### src/hdl/sdbe_pkg.sv
package sdbe_pkg;

    localparam int DATA_W    = 16;
    localparam int THR_W     = 16;
    localparam int WIN_W     = 11;
    localparam int CNT_W     = 12;
    localparam int SUM_W     = 27;
    localparam int STAT_W    = 2;
    localparam int BIT_W     = $clog2(SUM_W);
    localparam int ADDR_W    = 4;
    localparam int APB_W     = 32;

    localparam logic [WIN_W-1:0] WIN_MAX = WIN_W'(1024);

    // register reset values
    localparam logic [THR_W-1:0] THR_X_RST = THR_W'(100);
    localparam logic [THR_W-1:0] THR_Y_RST = THR_W'(200);
    localparam logic [THR_W-1:0] THR_Z_RST = THR_W'(100);
    localparam logic [WIN_W-1:0] WIN_RST   = WIN_W'(3);

    // register index, taken from paddr[3:2]
    typedef enum logic [1:0] {
        REG_THR_X = 2'd0,
        REG_THR_Y = 2'd1,
        REG_THR_Z = 2'd2,
        REG_WIN   = 2'd3
    } t_reg_idx;

    // motion status codes
    typedef enum logic [STAT_W-1:0] {
        ST_MOVING     = 2'd0,
        ST_COLLECTING = 2'd1,
        ST_STATIONARY = 2'd2
    } t_status;

    typedef struct packed {
        logic signed [DATA_W-1:0] accel_x;
        logic signed [DATA_W-1:0] accel_y;
        logic signed [DATA_W-1:0] accel_z;
    } t_in_req;

    typedef struct packed {
        logic [STAT_W-1:0]        motion_status;
        logic signed [DATA_W-1:0] bias_x;
        logic signed [DATA_W-1:0] bias_y;
        logic signed [DATA_W-1:0] bias_z;
        logic                     bias_updated;
    } t_out_req;

endpackage

### src/hdl/stillness_detect_bias_estimator_top.sv
// channel   direction  handshake                 payload
// in        input      i_in_valid / o_in_stall   i_in_req  (accel_x, accel_y, accel_z)
// out       output     o_out_valid / i_out_stall o_out_req (motion_status, bias_*, bias_updated)
// cfg       input      psel/penable/pwrite       paddr, pwdata, prdata, pready
//
// a request runs the serial threshold/sum pass, which walks 27 bits one per
// cycle; when the request completes a bias estimate, the restoring divider
// follows, producing one quotient bit per axis per cycle
// one request is in work at a time; the next is taken once the previous
// result sits in the output register, even while it is stalled there
// reset is synchronous, active low, and needs no clearing pass

module stillness_detect_bias_estimator_top
    import sdbe_pkg::*;
(
    input  logic              i_clk,
    input  logic              i_rst_n,
    input  logic              i_in_valid,
    output logic              o_in_stall,
    input  t_in_req           i_in_req,
    output logic              o_out_valid,
    input  logic              i_out_stall,
    output t_out_req          o_out_req,
    input  logic              psel,
    input  logic              penable,
    input  logic              pwrite,
    input  logic [ADDR_W-1:0] paddr,
    input  logic [APB_W-1:0]  pwdata,
    output logic [APB_W-1:0]  prdata,
    output logic              pready
);

    typedef enum logic [5:0] {
        S_IDLE   = 6'b000001,
        S_SCAN   = 6'b000010,
        S_DECIDE = 6'b000100,
        S_DIV    = 6'b001000,
        S_BIAS   = 6'b010000,
        S_EMIT   = 6'b100000
    } t_state;

    t_state r_state, n_state;

    // configuration registers
    logic [THR_W-1:0] r_thr [3];
    logic [WIN_W-1:0] r_win;

    // item state
    logic signed [DATA_W-1:0] r_prev [3];
    logic signed [SUM_W-1:0]  r_sum  [3];
    logic signed [DATA_W-1:0] r_bias [3];
    logic [CNT_W-1:0]         r_qc;
    t_status                  r_status;
    logic                     r_upd;

    // serial datapath
    logic [DATA_W-1:0] r_sh_a [3];
    logic [DATA_W-1:0] r_sh_p [3];
    logic [THR_W-1:0]  r_sh_t [3];
    logic [SUM_W-1:0]  r_sh_s [3];
    logic [SUM_W-1:0]  r_cand [3];
    logic [3:0]        r_cy   [3];
    logic [2:0]        r_flag [3];
    logic [BIT_W-1:0]  r_bit;

    // divider
    logic [SUM_W-1:0] r_dv  [3];
    logic [CNT_W-1:0] r_rem [3];
    logic [2:0]       r_neg;

    // output register
    logic     r_out_valid;
    t_out_req r_out;

    logic             w_accept;
    logic             w_cfg_wr;
    logic             w_bit_last;
    logic             w_out_free;
    logic [WIN_W-1:0] w_win;
    logic [CNT_W-1:0] w_win2;
    logic [CNT_W-1:0] w_qc_inc;
    logic             w_motion;
    logic [2:0]       w_ax_motion;

    logic [3:0] w_cy_n  [3];
    logic [3:0] w_bits  [3];
    logic [CNT_W-1:0] w_rem_sh [3];
    logic             w_ge     [3];

    assign w_accept   = i_in_valid && !o_in_stall;
    assign w_cfg_wr   = psel && penable && pwrite && pready;
    assign w_bit_last = (r_bit == BIT_W'(SUM_W - 1));
    assign w_out_free = !r_out_valid || !i_out_stall;
    assign o_in_stall = (r_state != S_IDLE);
    assign pready     = 1'b1;

    // effective window: zero acts as one, large values clamp
    always_comb begin
        if (r_win == '0) begin
            w_win = WIN_W'(1);
        end else if (r_win > WIN_MAX) begin
            w_win = WIN_MAX;
        end else begin
            w_win = r_win;
        end
    end
    assign w_win2   = {w_win, 1'b0};
    assign w_qc_inc = r_qc + CNT_W'(1);

    // register read
    always_comb begin
        prdata = '0;
        case (t_reg_idx'(paddr[3:2]))
            REG_THR_X: prdata = APB_W'(r_thr[0]);
            REG_THR_Y: prdata = APB_W'(r_thr[1]);
            REG_THR_Z: prdata = APB_W'(r_thr[2]);
            REG_WIN:   prdata = APB_W'(r_win);
            default:   prdata = '0;
        endcase
    end

    // per-axis serial adders and divider step
    // bits: [0] a-p, [1] a-p-t, [2] a-p+t, [3] sum+a
    always_comb begin
        for (int i = 0; i < 3; i++) begin
            logic a_b, np_b, t_b, s_b, d_b;
            a_b  = r_sh_a[i][0];
            np_b = ~r_sh_p[i][0];
            t_b  = r_sh_t[i][0];
            s_b  = r_sh_s[i][0];
            d_b  = a_b ^ np_b ^ r_cy[i][0];
            w_bits[i][0] = d_b;
            w_cy_n[i][0] = (a_b & np_b) | (a_b & r_cy[i][0]) | (np_b & r_cy[i][0]);
            w_bits[i][1] = d_b ^ ~t_b ^ r_cy[i][1];
            w_cy_n[i][1] = (d_b & ~t_b) | (d_b & r_cy[i][1]) | (~t_b & r_cy[i][1]);
            w_bits[i][2] = d_b ^ t_b ^ r_cy[i][2];
            w_cy_n[i][2] = (d_b & t_b) | (d_b & r_cy[i][2]) | (t_b & r_cy[i][2]);
            w_bits[i][3] = s_b ^ a_b ^ r_cy[i][3];
            w_cy_n[i][3] = (s_b & a_b) | (s_b & r_cy[i][3]) | (a_b & r_cy[i][3]);

            w_rem_sh[i] = {r_rem[i][CNT_W-2:0], r_dv[i][SUM_W-1]};
            w_ge[i]     = (w_rem_sh[i] >= CNT_W'(w_win));
        end
    end

    // motion: a-p-t above zero or a-p+t below zero on any axis
    // flag: [0] a-p-t nonzero, [1] a-p-t sign, [2] a-p+t sign
    always_comb begin
        for (int i = 0; i < 3; i++) begin
            w_ax_motion[i] = (!r_flag[i][1] && r_flag[i][0]) || r_flag[i][2];
        end
    end
    assign w_motion = |w_ax_motion;

    // sequencer
    always_comb begin
        n_state = r_state;
        case (r_state)
            S_IDLE:   if (w_accept) n_state = S_SCAN;
            S_SCAN:   if (w_bit_last) n_state = S_DECIDE;
            S_DECIDE: begin
                if (!w_motion && r_qc >= CNT_W'(w_win) && r_qc < w_win2
                        && w_qc_inc == w_win2) begin
                    n_state = S_DIV;
                end else begin
                    n_state = S_EMIT;
                end
            end
            S_DIV:    if (w_bit_last) n_state = S_BIAS;
            S_BIAS:   n_state = S_EMIT;
            S_EMIT:   if (w_out_free) n_state = S_IDLE;
            default:  n_state = S_IDLE;
        endcase
    end

    // control registers
    always_ff @(posedge i_clk) begin
        if (!i_rst_n) begin
            r_state     <= S_IDLE;
            r_thr[0]    <= THR_X_RST;
            r_thr[1]    <= THR_Y_RST;
            r_thr[2]    <= THR_Z_RST;
            r_win       <= WIN_RST;
            r_qc        <= '0;
            r_status    <= ST_MOVING;
            r_upd       <= 1'b0;
            r_bit       <= '0;
            r_out_valid <= 1'b0;
            for (int i = 0; i < 3; i++) begin
                r_prev[i] <= '0;
                r_sum[i]  <= '0;
                r_bias[i] <= '0;
            end
        end else begin
            r_state <= n_state;

            // config write
            if (w_cfg_wr) begin
                case (t_reg_idx'(paddr[3:2]))
                    REG_THR_X: r_thr[0] <= pwdata[THR_W-1:0];
                    REG_THR_Y: r_thr[1] <= pwdata[THR_W-1:0];
                    REG_THR_Z: r_thr[2] <= pwdata[THR_W-1:0];
                    REG_WIN:   r_win    <= pwdata[WIN_W-1:0];
                    default:   ;
                endcase
            end

            // sample becomes the reference for the next one
            if (w_accept) begin
                r_prev[0] <= i_in_req.accel_x;
                r_prev[1] <= i_in_req.accel_y;
                r_prev[2] <= i_in_req.accel_z;
            end

            // bit counter shared by scan and divide
            if (r_state == S_SCAN || r_state == S_DIV) begin
                r_bit <= w_bit_last ? '0 : r_bit + BIT_W'(1);
            end

            // counter and status update
            if (r_state == S_DECIDE) begin
                r_upd <= 1'b0;
                if (w_motion) begin
                    r_qc     <= '0;
                    r_status <= ST_MOVING;
                    for (int i = 0; i < 3; i++) r_sum[i] <= '0;
                end else if (r_qc < CNT_W'(w_win)) begin
                    r_qc     <= w_qc_inc;
                    r_status <= ST_MOVING;
                end else if (r_qc < w_win2) begin
                    r_qc <= w_qc_inc;
                    for (int i = 0; i < 3; i++) r_sum[i] <= r_cand[i];
                    if (w_qc_inc == w_win2) begin
                        r_status <= ST_STATIONARY;
                        r_upd    <= 1'b1;
                    end else begin
                        r_status <= ST_COLLECTING;
                    end
                end else begin
                    r_qc     <= w_win2;
                    r_status <= ST_STATIONARY;
                end
            end

            // signed quotient from magnitude
            if (r_state == S_BIAS) begin
                for (int i = 0; i < 3; i++) begin
                    r_bias[i] <= r_neg[i] ? -r_dv[i][DATA_W-1:0] : r_dv[i][DATA_W-1:0];
                end
            end

            // output register
            if (r_state == S_EMIT && w_out_free) begin
                r_out_valid <= 1'b1;
            end else if (!i_out_stall) begin
                r_out_valid <= 1'b0;
            end
        end
    end

    // serial datapath and divider
    always_ff @(posedge i_clk) begin
        if (w_accept) begin
            r_sh_a[0] <= i_in_req.accel_x;
            r_sh_a[1] <= i_in_req.accel_y;
            r_sh_a[2] <= i_in_req.accel_z;
            for (int i = 0; i < 3; i++) begin
                r_sh_p[i] <= r_prev[i];
                r_sh_t[i] <= r_thr[i];
                r_sh_s[i] <= (r_qc == CNT_W'(w_win)) ? '0 : r_sum[i];
                // carry in: one for the two subtractions, zero for the two additions
                r_cy[i]   <= 4'b0011;
                r_flag[i] <= '0;
            end
        end else if (r_state == S_SCAN) begin
            for (int i = 0; i < 3; i++) begin
                r_sh_a[i] <= {r_sh_a[i][DATA_W-1], r_sh_a[i][DATA_W-1:1]};
                r_sh_p[i] <= {r_sh_p[i][DATA_W-1], r_sh_p[i][DATA_W-1:1]};
                r_sh_t[i] <= {1'b0, r_sh_t[i][THR_W-1:1]};
                r_sh_s[i] <= {r_sh_s[i][SUM_W-1], r_sh_s[i][SUM_W-1:1]};
                r_cand[i] <= {w_bits[i][3], r_cand[i][SUM_W-1:1]};
                r_cy[i]   <= w_cy_n[i];
                r_flag[i] <= {w_bits[i][2], w_bits[i][1], r_flag[i][0] | w_bits[i][1]};
            end
        end

        // divider load with magnitude of the new sum
        if (r_state == S_DECIDE) begin
            for (int i = 0; i < 3; i++) begin
                r_neg[i] <= r_cand[i][SUM_W-1];
                r_dv[i]  <= r_cand[i][SUM_W-1] ? -r_cand[i] : r_cand[i];
                r_rem[i] <= '0;
            end
        end else if (r_state == S_DIV) begin
            for (int i = 0; i < 3; i++) begin
                r_rem[i] <= w_ge[i] ? w_rem_sh[i] - CNT_W'(w_win) : w_rem_sh[i];
                r_dv[i]  <= {r_dv[i][SUM_W-2:0], w_ge[i]};
            end
        end

        if (r_state == S_EMIT && w_out_free) begin
            r_out.motion_status <= r_status;
            r_out.bias_x        <= r_bias[0];
            r_out.bias_y        <= r_bias[1];
            r_out.bias_z        <= r_bias[2];
            r_out.bias_updated  <= r_upd;
        end
    end

    assign o_out_valid = r_out_valid;
    assign o_out_req   = r_out;

    // checks
    a_upd_stationary: assert property (@(posedge i_clk) disable iff (!i_rst_n)
        o_out_valid && o_out_req.bias_updated |-> o_out_req.motion_status == ST_STATIONARY)
        else $error("bias update without stationary status");

    a_qc_bound: assert property (@(posedge i_clk) disable iff (!i_rst_n)
        r_qc <= {WIN_MAX, 1'b0})
        else $error("quiet counter beyond twice the largest window");

    a_busy_after_accept: assert property (@(posedge i_clk) disable iff (!i_rst_n)
        w_accept |=> o_in_stall)
        else $error("second request taken while one is in work");

    a_div_only_on_update: assert property (@(posedge i_clk) disable iff (!i_rst_n)
        r_state == S_BIAS |=> r_upd && r_status == ST_STATIONARY)
        else $error("divider ran without a completed estimate");

endmodule
### config.mk
export PLATFORM = sky130hd
export DESIGN_NAME = stillness_detect_bias_estimator_top
export DESIGN_NICKNAME = d
export VERILOG_FILES = /design/src/hdl/sdbe_pkg.sv /design/src/hdl/stillness_detect_bias_estimator_top.sv
export SDC_FILE = /design/constraint.sdc
export NUM_CORES = 1
export LEC_CHECK = 0
export ABC_CLOCK_PERIOD_IN_PS = 10400
export BUFFER_PORTS_ARGS = -buffer_cell sky130_fd_sc_hd__buf_2
export CAP_MARGIN = 20
export CORE_UTILIZATION = 40
export DETAILED_ROUTE_END_ITERATION = 10
export PLACE_DENSITY_LB_ADDON = 0.1
export SYNTH_ARGS = -nofsm -noshare
export SYNTH_HDL_FRONTEND = slang
export SYNTH_SLANG_ARGS = --single-unit
### constraint.sdc
create_clock -name i_clk -period 10.4 [get_ports i_clk]
set_clock_uncertainty 0.15 [all_clocks]
set_input_delay 2.08 -clock i_clk [delete_from_list [all_inputs] [get_ports i_clk]]
set_output_delay 2.08 -clock i_clk [all_outputs]
set_load 0.02 [all_outputs]
# After elaboration in Yosys (flattened, before gate mapping)
# Memories as Yosys holds them, arrays and structs flattened. A register that Yosys moved wholly into a read port is not among the register bits.
# Index checks and enable logic that the tools add are counted.
dict set report totals {
  ff_bits 44
  ram_bits 669
  in_bits 91
  wordCells 330
  memories 13
}
dict set report op_classes {
  add_sub_neg 11
  order_cmp 7
  eq_ne 18
  muxes 112
  n_bitwise 132
  n_reduce_logical 27
}
# name words word_bits rd rd_clocked_by_memory_dff write_ports line_no
set mem_list {}
lappend mem_list {r_cand 3 27 3 0 3 stillness_detect_bias_estimator_top.sv:61} ;# logic [SUM_W-1:0] r_cand [3];
lappend mem_list {r_dv 3 27 3 0 3 stillness_detect_bias_estimator_top.sv:67} ;# logic [SUM_W-1:0] r_dv [3];
lappend mem_list {r_sh_s 3 27 3 0 3 stillness_detect_bias_estimator_top.sv:60} ;# logic [SUM_W-1:0] r_sh_s [3];
lappend mem_list {r_sum 3 27 3 0 3 stillness_detect_bias_estimator_top.sv:50} ;# logic signed [SUM_W-1:0] r_sum [3];
lappend mem_list {r_bias 3 16 3 3 3 stillness_detect_bias_estimator_top.sv:51} ;# logic signed [DATA_W-1:0] r_bias [3];
lappend mem_list {r_prev 3 16 3 0 3 stillness_detect_bias_estimator_top.sv:49} ;# logic signed [DATA_W-1:0] r_prev [3];
lappend mem_list {{7 more memories} -- -- -- -- -- --}
# cell count
set ops {}
lappend ops {{$mux W27} 18}
lappend ops {{$mux W16} 21}
lappend ops {{$pmux W32 S4} 1}
lappend ops {{$mux W12} 9}
lappend ops {{$neg A27 Y27} 3}
lappend ops {{$or A1 B1 Y1} 66}
lappend ops {{$ge A12 B11 Y1} 4}
lappend ops {{$neg A16 Y16} 3}
lappend ops {{$mux W1} 44}
lappend ops {{$and A1 B1 Y1} 36}
lappend ops {{$pmux W6 S6} 1}
lappend ops {{$sub A12 B11 Y12} 3}
lappend ops {{$mux W6} 5}
lappend ops {{$xor A1 B1 Y1} 24}
lappend ops {{$mux W11} 2}
lappend ops {{$add A12 B1 Y12 const B} 1}
lappend ops {{$eq A12 B11 Y1} 1}
lappend ops {{$eq A12 B12 Y1} 1}
lappend ops {{$lt A12 B11 Y1} 1}
lappend ops {{$lt A12 B12 Y1} 1}
lappend ops {{$mux W4} 3}
lappend ops {{$gt A11 B11 Y1 const B} 1}
lappend ops {{$logic_not A11 Y1} 1}
lappend ops {{$logic_and A1 B1 Y1} 10}
lappend ops {{23 further kinds} 47}

# Logic depth before layout (Yosys ltp)
# Gate-level depths: netlist of the first run.
dict set report depth {
  ltp_word 11
  ltp_mapped 14
}

# Least setup slack after synthesis of the first run
# No wires, ideal clock.
dict set report synth_path {
  path_type {register -> register}
  start {register r_win[10]}
  end {memory r_sum[0][0] (enable)}
  setup_ps 632
  t_arrival_ps 7803
  path_slack_ps 1815
  stages_incl_launch_ff 12
  path_buffers 2
  synth_period_minus_slack_ps 8585
  path_cell_list {dfxtp_1 -> clkbuf_1 -> inv_1 -> nand2_1 -> ha_1 -> nand4b_1 -> or2_2 -> a21oi_1 -> or3_1 -> clkbuf_1 -> a21oi_1 -> o21ai_0}
}
# item line_no
set synth_rtl {}
lappend synth_rtl {{from (decl)} stillness_detect_bias_estimator_top.sv:46} ;# logic [WIN_W-1:0] r_win;
lappend synth_rtl {{from (signal assigned)} stillness_detect_bias_estimator_top.sv:203} ;# REG_WIN: r_win <= pwdata[WIN_W-1:0];
lappend synth_rtl {{to (decl)} stillness_detect_bias_estimator_top.sv:50}

# Worst setup path after layout of the first run
dict set report layout_path {
  start {input paddr[2]}
  end {output prdata[6]}
}
dict set report layout_between {
  elab_chain_cells 2
  word_cells_on_any_way 5
  cone_classes {3 x eq/ne; 1 x mux; 1 x reduce/logical}
}
# item line_no
set layout_rtl {}
lappend layout_rtl {{from (decl)} stillness_detect_bias_estimator_top.sv:27} ;# input logic [ADDR_W-1:0] paddr,
lappend layout_rtl {{$eq A2 B2 Y1 (tied with other cells)} stillness_detect_bias_estimator_top.sv:113} ;# case (t_reg_idx'(paddr[3:2]))
lappend layout_rtl {{$pmux W32 S4 *} stillness_detect_bias_estimator_top.sv:113}
lappend layout_rtl {{to (decl)} stillness_detect_bias_estimator_top.sv:29} ;# output logic [APB_W-1:0] prdata,
# Every way passes the cells marked *; elsewhere a longest branch is shown, timed or not. The select of a mux whose other input is x is not followed.

==> results of run 1 <==
[registers in the layout, summed over array words and instances, names as in the netlist, 9 cells and up]
name	flops
r_prev	48
r_thr	48
r_cand	81
r_sh_t	48
r_dv	81
r_qc	12
r_win	11
r_sum	81
r_sh_a	48
r_flag	9
r_cy	12
r_rem	33
r_sh_s	81
r_sh_p	48
o_out_req	51
r_bias	48
[power by group]
group | internal [mW] | switching, mW
sequential | 3.58 | 0.0707
combinational | 0.121 | 0.277
clock | 1.70 | 1.24
total | 5.41 | 1.59
[per-stage QoR]
stage,total power [mW],utilization (%),instance area [µm²],cells,setup slack [ns]
2_1_floorplan,4.01,-,34400,2924,1.82
6_report,6.99,45.7,38900,4239,4.71
3_3_place_gp,4.11,42.5,36200,4081,4.70
4_1_cts,7.10,45.7,38900,4237,4.69
3_5_place_dp,4.13,42.5,36200,4082,4.70
5_1_grt,7.27,45.7,38900,4239,4.64
[synth_stat cells, types with 6 or more instances]
cell	n	area [µm²]
edfxtp_1	720	21600
a21o_1	8	60.1
or4_1	15	113
o211a_1	7	70.1
a31oi_1	11	68.8
a21boi_0	13	97.6
inv_1	54	203
or2_2	11	68.8
buf_1	9	33.8
o31ai_1	29	218
dfxtp_1	38	761
a21oi_1	78	390
ha_1	63	788
o22ai_1	8	50.1
fa_1	15	300
nor4_1	9	56.3
nor3_1	20	100
xnor2_1	55	482
and2_1	157	982
nand2_1	727	2730
nand4_1	17	106
nand2b_1	22	138
nand3_1	15	75.1
nor2b_1	24	150
xor2_1	97	850
or3_1	22	138
mux4_2	11	248
clkbuf_1	125	469
o21ai_0	195	976
nand3b_1	6	45.0
nor2_1	178	668
a211oi_1	9	67.6
mux2i_1	21	210
buf_4	17	128
and3_1	13	81.3
o41ai_1	24	210
o21a_1	8	60.1
[kinds of logic after synthesis]
kind of cell	share of synthesized area (%)
and+or+nand+nor	16.4
DFF	65.2
AOI/OAI and AO/OA	7.52
buffers and inverters	2.44
xor gates and xnor gates	3.88
adders and majority gates	3.17
muxes	1.37
other	0.0219
[per-layer routing]
layer | part of all wire (%) | vias up | global-route usage, %
met1 | 46 | 10700 | 23.2
met4 | 2.5 | 0 | 5.49
met5 | 0 | - | 0
li1 | - | 10500 | -
met2 | 48 | 342 | 28.8
met3 | 3.5 | 130 | 2.74
[how the worst min path moves through the flow]
stage | start | slack, ns | endpoint
5_1_grt | r_bias[0][8] | 0.27 | o_out_req[41]
6_report | r_bias[0][33] | 0.26 | o_out_req[2]
3_3_place_gp | r_prev[0][47] | 0.25 | r_sh_p[0][47]
3_5_place_dp | r_bias[0][8] | 0.25 | o_out_req[41]
2_1_floorplan | r_bias[0][41] | 0.25 | o_out_req[10]
4_1_cts | r_bias[0][33] | 0.27 | o_out_req[2]
[final cells by class]
cell class                      instances  share of cell area [%]
Inverter                               54                   0.540
Sequential cell                       758                    57.5
Tap cell                             1144                    3.68
Clock inverter                         45                    1.03
Timing Repair Buffer                  168                    2.40
Clock buffer                          110                    5.95
Multi-Input combinational cell       1960                    28.9
[critical path, stage by stage]
cell,delay [ns]
buf_2,0.57
mux4_2,0.61
buf_2,0.18
==> flow_metrics.py, run 1 <==
metrics = {
    "floorplan": {
        "die_width_um": 295,
        "row_count": 107,
        "fp.coreArea_mm2": 0.0851,
        "die_area_mm2": 0.0870,
        "die_height_um": 295,
        "start_util_pct": 40.3,
        "io_pins": 177,
    },
    "route": {
        "via_count": 21700,
        "routed_wl_mm": 74.7,
        "avgViaCountPerCell": 5.11,
        "drcViolationCount": 0,
        "antenna_left": 0,
        "dr.pass1.iters": 5,
        "drt-wirelength-per-cell_um": 17.6,
        "drt_iter0_drc": 1340,
    },
    "min_path": {
        "whs_path_depth": 0,
        "min_path_type": "flip-flop to flip-flop",
    },
    "cells_and_area": {
        "multi_input_area_mm2": 0.0112,
        "regArea_mm2": 0.0224,
        "antenna_cells": 0,
        "layout_common_cells": "723 x nand2_1, 720 x edfxtp_1, 193 x o21ai_0, 177 x nor2_1, 157 x and2_1",
        "synthToLayoutAreaGrowth_pct": 13.4,
        "drive_above_1_share_pct": 10.9,
        "fillerInstances": 7880,
        "finalNetCount": 3197,
        "final_common_cell": "nand2_1",
    },
    "cts": {
        "ctsHoldBuffers": 0,
        "ctsRootBufferMaster": "clkbuf_16",
        "cts_tree": "done",
        "clockBufferDepth": 3,
        "numCtsBuffers": 86,
        "cts_resized": 0,
        "clk_pin_slew_ns": 0.06,
        "clock_latency_ns": 0.64,
        "htreeDepth": 3,
        "cts.sinks": 758,
        "cts_setup_buffers": 0,
    },
    "global_routing": {
        "grt_max_degree": 202,
        "groute.usage.overall_pct": 17.3,
        "grt_pass1_wl_mm": 120,
        "antenna_found_initial": 0,
        "grt_pass1_vias": 22100,
        "grt.overflow.total": 0,
    },
    "pwr": {
        "powerDensity_mw_per_mm2": 180,
        "leakage_nw": 14.4,
        "max-vdd-ir-drop_mv": 0.139,
    },
    "status": {
        "status": "complete, no violations",
    },
    "sta": {
        "fin_crit_sh_pct": 54.7,
        "clock.fmax_ghz": 0.176,
        "tightest_slew_ns": 1.14,
        "final_hold_viol_count": 0,
        "setup_viol": 0,
        "relSlewSlack_pct": 24.0,
        "drv_slew": 0,
        "fin_crit_ns": 5.69,
        "rsz0062_at_grt": "false",
        "hold_slack_ns": 0.262,
        "tns_ns": 0,
    },
    "critical_path": {
        "r2r_end": "r_sum[0][67]",
        "crit_start": "paddr[2]",
        "reg2reg_slack_ns": 5.65,
        "critical_path_required_ns": 8.17,
        "endpoint_kind": "output port",
        "critical_path_class": "input port to output port",
        "reg2reg_from": "r_win[10]",
        "critPathMaxFanout": 20,
        "ff2ff_path_depth": 11,
        "cp-endpoint": "prdata[6]",
        "critPathLaunchType": "input port",
        "critPathArrivalTime_ns": 3.46,
    },
    "synthesis": {
        "ys_ff_latch": 758,
        "synthFlopType": "edfxtp_1",
        "ys_seq_area_share_pct": 65.2,
        "syn_inst": 2909,
        "yosysWarnings": 0,
        "synth.avg_cell_area_um2": 11.8,
        "async_flop_share_pct": 0,
        "synth_area_mm2": 0.0343,
        "synth_edf_count": 720,
        "ys_types": 65,
    },
    "placed_design": {
        "io_buffers": 141,
        "place_congestion": 0.823,
        "hpwl_mm": 45.5,
    },
    "run": {
        "cap_violations": 0,
    },
}
No activity file was read; power rests on OpenSTA's default activity.
==> run 2, diff against run 1 <==
- ABC_CLOCK_PERIOD_IN_PS: 10400 -> 5400
- clock period: 10.4 -> 5.4 ns (I/O delays scaled with it)
==> flow_metrics.py, run 2 (synthesized netlist as in run 1, its figures left out) <==
metrics = {
    "status": {
        "status": "complete, no violations",
    },
    "cts": {
        "cts_resized": 0,
        "clock_latency_ns": 0.64,
        "clockBufferDepth": 3,
        "numCtsBuffers": 86,
        "ctsHoldBuffers": 0,
        "cts.sinks": 758,
        "clk_pin_slew_ns": 0.06,
        "ctsRootBufferMaster": "clkbuf_16",
        "cts_setup_buffers": 0,
        "htreeDepth": 3,
        "cts_tree": "done",
    },
    "route": {
        "dr.pass1.iters": 7,
        "avgViaCountPerCell": 5.06,
        "drt_iter0_drc": 1188,
        "antenna_left": 0,
        "drt-wirelength-per-cell_um": 17.5,
        "drcViolationCount": 0,
        "routed_wl_mm": 74.4,
        "via_count": 21500,
    },
    "critical_path": {
        "r2r_end": "r_rem[0][26]",
        "cp_slowest_cell": "a211oi_2",
        "critPathMaxFanout": 11,
        "ff2ff_path_depth": 13,
        "reg2reg_from": "r_win[0]",
        "critPathArrivalTime_ns": 4.28,
        "endpoint_kind": "flip-flop",
        "critical_path_required_ns": 5.59,
        "reg2reg_slack_ns": 1.31,
        "path_buf_inv": 1,
        "critical_path_class": "flip-flop to flip-flop",
        "critical_path.top_delay_family": "simple AND/OR/NAND/NOR gates",
        "critPathLaunchType": "flip-flop",
        "slowest_delay_ns": 0.62,
        "path_cells": "nor4_1 > nand4_1 > nand2_1 > ha_1 > fa_1 > nor2b_1 > o2111ai_1 > a31oi_1 > a211oi_2 > buf_4 > nor3_1 > a21oi_1 > nor2_1",
    },
    "pwr": {
        "leakage_nw": 14.4,
        "finalPower_mw": 13.5,
        "p_sw_mw": 3.05,
        "power.internal_mw": 10.5,
        "seqPwrFrac_pct": 52.1,
        "clkPwrFrac_pct": 42.2,
        "max-vdd-ir-drop_mv": 0.227,
        "power_frac_comb_pct": 5.7,
        "powerDensity_mw_per_mm2": 346,
        "switching_share_pct": 22.6,
    },
    "cells_and_area": {
        "regArea_mm2": 0.0224,
        "final_common_cell": "nand2_1",
        "fillerInstances": 7847,
        "finalNetCount": 3209,
        "multi_input_area_mm2": 0.0112,
        "drive_above_1_share_pct": 11.3,
        "final_area_mm2": 0.0390,
        "synthToLayoutAreaGrowth_pct": 13.7,
        "layout_common_cells": "724 x nand2_1, 720 x edfxtp_1, 193 x o21ai_0, 177 x nor2_1, 157 x and2_1",
    },
    "sta": {
        "relSlewSlack_pct": 24.8,
        "setup_viol": 0,
        "tns_ns": 0,
        "tightest_slew_ns": 1.11,
        "fin_crit_sh_pct": 75.7,
        "hold_slack_ns": 0.254,
        "final_hold_viol_count": 0,
        "fin_ws_ns": 1.31,
        "clock.fmax_ghz": 0.245,
        "drv_slew": 0,
        "fin_crit_ns": 4.09,
        "rsz0062_at_grt": "false",
    },
    "floorplan": {
        "io_pins": 177,
        "die_area_mm2": 0.0870,
        "die_height_um": 295,
        "fp.coreArea_mm2": 0.0851,
        "row_count": 107,
        "start_util_pct": 40.3,
        "die_width_um": 295,
    },
    "placed_design": {
        "io_buffers": 141,
        "hpwl_mm": 46.0,
        "place_area_mm2": 0.0363,
        "place_ws_ns": 1.29,
        "place_congestion": 0.784,
    },
    "global_routing": {
        "grt_max_degree": 137,
        "grt.overflow.total": 0,
        "groute.usage.overall_pct": 17.5,
        "grt_pass1_vias": 22000,
        "antenna_found_initial": 2,
        "grt_pass1_wl_mm": 121,
    },
    "min_path": {
        "min_path_type": "flip-flop to flip-flop",
        "whs_path_depth": 0,
        "hold_end": "o_out_req[42]",
        "hp-start": "r_bias[0][9]",
    },
    "run": {
        "cap_violations": 0,
    },
}
-- run 2: cell count changes in the layout (fill, tap and decap cells not counted), sizes merged --
| cell | change |
|---|---|
| inv | +3 |
| clkinv | +1 |
| clkinvlp | -1 |
| clkbuf | -4 |
| buf | +12 |
| bufinv | +2 |
| diode | +2 |
-- run 2: routing by layer --
metal	routed length (µm)	share of wire (%)	vias to the layer above	global-route usage, %
met5	0	0	-	0
met4	1500	2.0	0	4.99
met3	2450	3.3	117	2.34
met2	35800	48	307	29.2
met1	34600	47	10600	23.8
li1	-	-	10500	-
-- run 2: stage by stage --
| step | cells | util [%] |
|---|---|---|
| 6_report | 4254 | 45.8 |
| 5_1_grt | 4252 | 45.8 |
| 4_1_cts | 4249 | 45.8 |
| 3_5_place_dp | 4093 | 42.6 |
| 3_3_place_gp | 4093 | 42.6 |
| 2_1_floorplan | 2924 | - |
-- run 2: worst max path at each step --
stage                   end  slack [ns]  cells after the start  startpoint
2_1_floorplan    r_cy[0][0]        0.38                      7  r_state[3]
3_3_place_gp   r_rem[0][28]        1.36                     13    r_win[0]
3_5_place_dp   r_rem[0][26]        1.29                     13    r_win[0]
4_1_cts        r_rem[0][27]        1.27                     13    r_win[0]
5_1_grt        r_rem[0][27]        0.93                     13    r_win[0]
6_report       r_rem[0][26]        1.31                     13    r_win[0]
-- run 2: worst reg2reg max path, cell delays in order (launching register included) --
cell       delay, ns
dfxtp_1         0.36
nor4_1          0.54
nand4_1         0.21
nand2_1         0.35
ha_1            0.27
fa_1            0.20
nor2b_1         0.07
o2111ai_1       0.23
a31oi_1         0.21
a211oi_2        0.62
buf_4           0.31
nor3_1          0.07
a21oi_1         0.14
nor2_1          0.06
-- run 2: final cells by class --
| cell class | instances | share of cell area, % |
|---|---|---|
| clock inverters | 50 | 1.21 |
| clock buffers | 106 | 5.79 |
| well taps | 1144 | 3.67 |
| multi-input cells | 1960 | 28.8 |
| flip-flops and latches | 758 | 57.3 |
| inverters | 54 | 0.539 |
| diodes | 2 | 0.0128 |
| repair buffers | 180 | 2.63 |
-- run 2: power by group through the flow --
stage	registers [mW]	clock network [mW]	logic [mW]
after floorplan	7.15	0	0.547
after global placement	7.14	0	0.783
after detailed placement	7.15	0	0.799
after CTS	7.03	5.87	0.802
after global routing	7.07	6.11	0.897
final	7.03	5.70	0.775
